===== src/rtl/circ_pkg.sv =====
package circ_pkg;

    localparam int RADIUS_BITS = 11;
    localparam int STEP_W      = RADIUS_BITS + 1;
    localparam int DEC_W       = RADIUS_BITS + 4;
    localparam int COORD_W     = 16;
    localparam int COLOR_W     = 16;
    localparam int BEATS       = 8;
    localparam int BEAT_W      = $clog2(BEATS);

    typedef enum logic {
        FUNC_START   = 1'b0,
        FUNC_ADVANCE = 1'b1
    } t_func;

    // one step's worth of point data, handed from the stepper to the emitter
    typedef struct packed {
        logic [COORD_W-1:0] cx;
        logic [COORD_W-1:0] cy;
        logic [COLOR_W-1:0] color;
        logic [STEP_W-1:0]  a;
        logic [STEP_W-1:0]  b;
        logic               done;
    } t_snap;

endpackage


===== src/rtl/circle_outline_rasterizer_top.sv =====
// The first point of an advance appears in the cycle after the beat is taken.
// An advance yields eight points at one point per cycle while the output is not stalled;
// the single output port sets that rate.
// The next beat is taken in the same cycle the eighth point of the last step leaves.
// Reset (synchronous, active low) empties the output and leaves the generator idle.
module circle_outline_rasterizer_top
    import circ_pkg::*;
(
    input  logic                   i_clk,
    input  logic                   i_rst_n,
    input  logic                   i_valid,
    output logic                   o_stall,
    input  logic                   i_func,
    input  logic [COORD_W-1:0]     i_center_x,
    input  logic [COORD_W-1:0]     i_center_y,
    input  logic [RADIUS_BITS-1:0] i_radius,
    input  logic [COLOR_W-1:0]     i_color,
    output logic                   o_valid,
    input  logic                   i_stall,
    output logic [COORD_W-1:0]     o_pixel_x,
    output logic [COORD_W-1:0]     o_pixel_y,
    output logic [COLOR_W-1:0]     o_pixel_color,
    output logic                   o_last_of_step,
    output logic                   o_circle_done
);

    logic  emit_ready;
    logic  take;
    logic  fire;
    t_snap snap;
    t_func func;

    assign o_stall = !emit_ready;
    assign take    = i_valid && emit_ready;
    assign func    = t_func'(i_func);

    circ_step u_step (
        .i_clk      (i_clk),
        .i_rst_n    (i_rst_n),
        .i_take     (take),
        .i_func     (func),
        .i_center_x (i_center_x),
        .i_center_y (i_center_y),
        .i_radius   (i_radius),
        .i_color    (i_color),
        .o_fire     (fire),
        .o_snap     (snap)
    );

    circ_emit u_emit (
        .i_clk          (i_clk),
        .i_rst_n        (i_rst_n),
        .i_load         (fire),
        .i_snap         (snap),
        .o_ready        (emit_ready),
        .o_valid        (o_valid),
        .i_stall        (i_stall),
        .o_pixel_x      (o_pixel_x),
        .o_pixel_y      (o_pixel_y),
        .o_pixel_color  (o_pixel_color),
        .o_last_of_step (o_last_of_step),
        .o_circle_done  (o_circle_done)
    );

endmodule


===== src/rtl/circ_step.sv =====
module circ_step
    import circ_pkg::*;
(
    input  logic                   i_clk,
    input  logic                   i_rst_n,
    input  logic                   i_take,
    input  t_func                  i_func,
    input  logic [COORD_W-1:0]     i_center_x,
    input  logic [COORD_W-1:0]     i_center_y,
    input  logic [RADIUS_BITS-1:0] i_radius,
    input  logic [COLOR_W-1:0]     i_color,
    output logic                   o_fire,
    output t_snap                  o_snap
);

    logic [COORD_W-1:0] r_ctr_x;
    logic [COORD_W-1:0] r_ctr_y;
    logic [COLOR_W-1:0] r_color;
    logic [STEP_W-1:0]  r_a;
    logic [STEP_W-1:0]  r_b;
    logic [DEC_W-1:0]   r_d;
    logic               r_active;

    logic [STEP_W-1:0]  n_a;
    logic [STEP_W-1:0]  n_b;
    logic [DEC_W-1:0]   n_d;
    logic [DEC_W-1:0]   a_ext;
    logic [DEC_W-1:0]   b_ext;
    logic               n_done;

    always_comb begin
        a_ext = DEC_W'(signed'(r_a));
        b_ext = DEC_W'(signed'(r_b));
        n_a   = r_a + STEP_W'(1);
        if (r_d[DEC_W-1]) begin
            n_d = r_d + (a_ext << 2) + DEC_W'(6);
            n_b = r_b;
        end else begin
            n_d = r_d + ((a_ext - b_ext) << 2) + DEC_W'(10);
            n_b = r_b - STEP_W'(1);
        end
        n_done = signed'(n_a) > signed'(n_b);
    end

    assign o_fire = i_take && (i_func == FUNC_ADVANCE) && r_active;

    always_comb begin
        o_snap.cx    = r_ctr_x;
        o_snap.cy    = r_ctr_y;
        o_snap.color = r_color;
        o_snap.a     = r_a;
        o_snap.b     = r_b;
        o_snap.done  = n_done;
    end

    always_ff @(posedge i_clk) begin
        if (!i_rst_n) begin
            r_ctr_x  <= '0;
            r_ctr_y  <= '0;
            r_color  <= '0;
            r_a      <= '0;
            r_b      <= '0;
            r_d      <= '0;
            r_active <= 1'b0;
        end else if (i_take && i_func == FUNC_START) begin
            r_ctr_x  <= i_center_x;
            r_ctr_y  <= i_center_y;
            r_color  <= i_color;
            r_a      <= '0;
            r_b      <= STEP_W'(i_radius);
            r_d      <= DEC_W'(3) - (DEC_W'(i_radius) << 1);
            r_active <= 1'b1;
        end else if (o_fire) begin
            r_a <= n_a;
            r_b <= n_b;
            r_d <= n_d;
            if (n_done) begin
                r_active <= 1'b0;
            end
        end
    end

endmodule


===== src/rtl/circ_emit.sv =====
module circ_emit
    import circ_pkg::*;
(
    input  logic               i_clk,
    input  logic               i_rst_n,
    input  logic               i_load,
    input  t_snap              i_snap,
    output logic               o_ready,
    output logic               o_valid,
    input  logic               i_stall,
    output logic [COORD_W-1:0] o_pixel_x,
    output logic [COORD_W-1:0] o_pixel_y,
    output logic [COLOR_W-1:0] o_pixel_color,
    output logic               o_last_of_step,
    output logic               o_circle_done
);

    t_snap              r_snap;
    logic               r_busy;
    logic [BEAT_W-1:0]  r_beat;

    logic               last_beat;
    logic [COORD_W-1:0] a_ext;
    logic [COORD_W-1:0] b_ext;
    logic [COORD_W-1:0] x_off;
    logic [COORD_W-1:0] y_off;

    assign last_beat = (r_beat == BEAT_W'(BEATS - 1));
    // free now, or the final beat of the current step leaves this cycle
    assign o_ready   = !r_busy || (last_beat && !i_stall);

    always_comb begin
        a_ext = COORD_W'(signed'(r_snap.a));
        b_ext = COORD_W'(signed'(r_snap.b));
        // beat bit 2 swaps the octant pair, bit 1 negates x, bit 0 negates y
        x_off = r_beat[2] ? b_ext : a_ext;
        y_off = r_beat[2] ? a_ext : b_ext;
        o_pixel_x = r_beat[1] ? (r_snap.cx - x_off) : (r_snap.cx + x_off);
        o_pixel_y = r_beat[0] ? (r_snap.cy - y_off) : (r_snap.cy + y_off);
    end

    assign o_valid        = r_busy;
    assign o_pixel_color  = r_snap.color;
    assign o_last_of_step = last_beat;
    assign o_circle_done  = last_beat && r_snap.done;

    always_ff @(posedge i_clk) begin
        if (i_load) begin
            r_snap <= i_snap;
        end
    end

    always_ff @(posedge i_clk) begin
        if (!i_rst_n) begin
            r_busy <= 1'b0;
            r_beat <= '0;
        end else if (i_load) begin
            r_busy <= 1'b1;
            r_beat <= '0;
        end else if (r_busy && !i_stall) begin
            // advance to the next point, drop busy after the eighth
            if (last_beat) begin
                r_busy <= 1'b0;
            end
            r_beat <= r_beat + BEAT_W'(1);
        end
    end

endmodule


===== config.mk =====
export PLATFORM = sky130hd
export DESIGN_NAME = circle_outline_rasterizer_top
export DESIGN_NICKNAME = d
export VERILOG_FILES = /design/src/rtl/circ_pkg.sv /design/src/rtl/circle_outline_rasterizer_top.sv /design/src/rtl/circ_step.sv /design/src/rtl/circ_emit.sv
export SDC_FILE = /design/constraint.sdc
export NUM_CORES = 1
export LEC_CHECK = 0
export ABC_AREA = 1
export BUFFER_PORTS_ARGS = -buffer_cell sky130_fd_sc_hd__buf_4
export CORE_MARGIN = 4
export CORE_UTILIZATION = 50
export CTS_BUF_LIST = sky130_fd_sc_hd__clkbuf_4 sky130_fd_sc_hd__clkbuf_8 sky130_fd_sc_hd__clkbuf_16
export CTS_CLUSTER_DIAMETER = 150
export CTS_CLUSTER_SIZE = 10
export DETAILED_ROUTE_END_ITERATION = 7
export GPL_ROUTABILITY_DRIVEN = 1
export HOLD_SLACK_MARGIN = 0.05
export PLACE_DENSITY = 0.69
export SLEW_MARGIN = 20
export SYNTH_ARGS = -nofsm -noshare
export SYNTH_HDL_FRONTEND = slang
export SYNTH_HIERARCHICAL = 1
export SYNTH_SLANG_ARGS = --single-unit

===== constraint.sdc =====
create_clock -name i_clk -period 5.9 [get_ports i_clk]
set_input_delay 0.295 -clock i_clk [delete_from_list [all_inputs] [get_ports i_clk]]
set_output_delay 0.295 -clock i_clk [all_outputs]
set_load 0.01 [all_outputs]

==> qor.txt <==
Initial core utilization -> 51.2%
DIE WIDTH -> 158 um
Hold path depth -> 3
Post-CTS setup buffer count -> 0
Area of the multi-input gates -> 0.00622 mm2
Clock Latency Late Sink -> 0.43 ns
Synthesis-to-finish area growth -> 13.6%
Status -> completed
Drt total wl -> 27600 um
Vias post-DR -> 9804
Final Cycle Share -> 72.3%
Hpwl dp -> 21100 um
Placed Cells -> 1830
Top FF cell, synth -> dfxtp_1
Vias in the first global route -> 9407
Power per cell area -> 254 mW/mm2
Drt wl/cell -> 14.8 um
Antenna Cells -> 0
Max clock buf depth -> 2
Unrepaired setup endpoints after global routing -> no
Post-synth net total -> 1659
Critical path class -> reg2out
I/O pin total -> 116
TritonCTS clock tree -> yes
CTS clk-pin slew, worst paths -> 0.07 ns
Reg2Reg Depth -> 21
CP Max Fanout -> 38
Flops & latches, synth -> 164
Reg power frac -> 39.3%
Max IR drop VDD -> 0.000137 V
Gate power share -> 27.3%
ANT nets after route -> 0
Arrival @ worst endpoint -> 3.97 ns
Die height -> 158 um
Syn Area/Cell -> 7.62 um2
Htree depth -> 4
Leak -> 0.00634 uW
Router iterations before antenna repair -> 5
Initial DRC count -> 561
Sw Pwr -> 1040 uW
Slew Limit Fails -> 0
Clock Skews -> 0.0139 ns
Commonest non-fill, non-tap cell in the layout -> nand2_1
Sink Count -> 164
Final #Nets -> 1747
Post-synthesis sequential area ratio -> 35.6%
Setup tns final -> 0 ns
Max-Slew Margin vs Limit -> 39.3%
Max-cap violations -> 0
Worst slew pin tran -> 0.909 ns
Total chip power -> 3250 uW
Number of vias per cell -> 5.27
Syn Std Cell Area -> 0.0113 mm2
CTS hold repair buffers -> 0
Crit start category -> flop
Power Internal -> 2210 uW
Setup crit end kind -> output port
Type of the tightest min-delay check -> in2reg
Clock share of power -> 33.5%
I/O Buffers -> 115
Fillers -> 2022
Fmax -> 0.234 GHz
Die Area -> 0.0250 mm2
Largest net degree at the start of global routing -> 66
Post-synth EDFFs -> 73
Layout cells sized above 1 -> 12.3%
Req. time, crit path -> 5.61 ns
Clk root buf -> clkbuf_16
Yosys warnings -> 6
Drt drc -> 0
Cell Count, Final, Fillers Out -> 1862
Reg area -> 0.00401 mm2
Overflow left after global routing -> 0
Switching share of power -> 32.0%
Total CTS buffers -> 17
First-pass GRT wire length -> 44600 um
Async SR Flop Fraction -> 0%
Final Hold Fails -> 0
Setup violators final -> 0
DP Area -> 0.0122 mm2
All-Layer GR Usage -> 22.2%
Final instance area -> 0.0128 mm2
Area of the core -> 0.0220 mm2
CTS resizes -> 0
Mapped Cells -> 1481
Row count -> 54
Minimum clock period -> 4.27 ns
Synth cell types -> 52
Initial antenna violation count -> 0
Most frequent cells in the layout -> nand2_1 (303), inv_1 (187), nor2_1 (173)
Placer congestion estimate -> 0.881
==> routing by layer <==
layer	track usage (%)	vias to the layer above	routed length, um
li1	-	5054	-
met1	28.5	4499	12500
met2	39.5	221	13500
met3	3.25	30	1190
met4	5.36	0	408
met5	0	-	0
==> logic make-up after synthesis <==
| kind of cell | after synthesis | share of synthesized area (%) |
|---|---|---|
| and+or+nand+nor | 610 | 22.9 |
| AOI/OAI and AO/OA | 273 | 13.4 |
| buffers and inverters | 245 | 9.29 |
| DFF | 164 | 35.6 |
| adders and majority gates | 114 | 13.0 |
| xor gates and xnor gates | 75 | 5.82 |
==> Yosys cell counts, types with 3 or more instances <==
| cell | n | area [um2] |
|---|---|---|
| nor2_4 | 3 | 33.8 |
| nand2_2 | 6 | 37.5 |
| nand2_1 | 303 | 1140 |
| o21ai_1 | 8 | 40.0 |
| a21oi_1 | 92 | 460 |
| inv_1 | 187 | 702 |
| fa_1 | 5 | 100 |
| nor2_2 | 7 | 43.8 |
| nand3_1 | 79 | 395 |
| nand3b_1 | 4 | 30.0 |
| o21ai_2 | 6 | 52.6 |
| o21ai_0 | 113 | 566 |
| buf_4 | 17 | 128 |
| buf_6 | 3 | 33.8 |
| xor2_1 | 56 | 490 |
| clkbuf_1 | 23 | 86.3 |
| buf_2 | 7 | 35.0 |
| dfxtp_1 | 91 | 1820 |
| nand4_1 | 12 | 75.1 |
| a21o_1 | 13 | 97.6 |
| nor2_1 | 173 | 649 |
| nor3_1 | 10 | 50.1 |
| a31oi_1 | 14 | 87.6 |
| ha_1 | 109 | 1360 |
| or2_2 | 5 | 31.3 |
| xnor2_1 | 19 | 166 |
| edfxtp_1 | 73 | 2190 |
| o21a_1 | 3 | 22.5 |
| inv_2 | 3 | 11.3 |
| o21bai_1 | 8 | 60.1 |
==> worst max-delay path: stages, from the launching register on <==
cell and delay [ns]:
dfxtp_1 0.32, buf_4 0.25, o21ai_0 0.73, inv_1 0.10
ha_1 0.22, nand3_1 0.10, or2_4 0.14, nor2_4 0.04
a21oi_1 0.17, o21ai_0 0.11, ha_1 0.37, a21oi_1 0.26
o21bai_1 0.09, a21oi_1 0.18, nand3_1 0.10, nand2_1 0.09
inv_1 0.04, nand2_1 0.05, nand2_1 0.04, buf_4 0.13
==> sequential cells by signal, indices dropped and copies added, names as in the netlist <==
name,cells
u_emit/a_ext,12
u_emit/b_ext,12
u_emit/o_pixel_color,16
u_emit/o_valid,1
u_emit/r_beat,3
u_emit/r_snap,33
u_step/r_a,12
u_step/r_active,1
u_step/r_b,12
u_step/r_color,16
u_step/r_ctr_x,16
u_step/r_ctr_y,16
u_step/r_d,14
==> final cells by class <==
class	count	share of cell area (%)
Clock buffer	19	3.57
Clock inverter	13	0.957
Inverter	191	5.64
Multi-Input combinational cell	1072	48.6
Sequential cell	164	31.3
Tap cell	280	2.73
Timing Repair Buffer	123	7.21
==> power by group through the flow <==
| stage | clock network [uW] | registers (uW) | logic [uW] |
|---|---|---|---|
| global placement | 0 | 1300 | 868 |
| floorplan | 0 | 1290 | 638 |
| finish | 1090 | 1280 | 886 |
| CTS | 1110 | 1280 | 886 |
| detailed placement | 0 | 1300 | 880 |
| global route | 1150 | 1280 | 1000 |
==> path summary, 6_finish.rpt <==
path / slack [ns] / startpoint / end
max: 1.63 / u_emit/r_beat[2] / o_pixel_x[15]
min: 0.09 / i_color[4] / u_step/r_color[4]
max reg2reg: 2.39 / u_step/r_a[0] / u_step/r_d[12]
min reg2reg: 0.43 / u_step/r_color[3] / u_emit/o_pixel_color[3]
==> through the flow <==
step	hold slack [ns]	util [%]	worst slack (ns)
2_1_floorplan	0.403	-	2.87
3_3_place_gp	0.407	55.5	2.17
3_5_place_dp	0.410	55.5	2.09
4_1_cts	0.0757	58.2	1.61
5_1_grt	0.0907	58.2	1.17
6_report	0.0861	58.2	1.63
No activity file was read; power rests on OpenSTA's default activity.
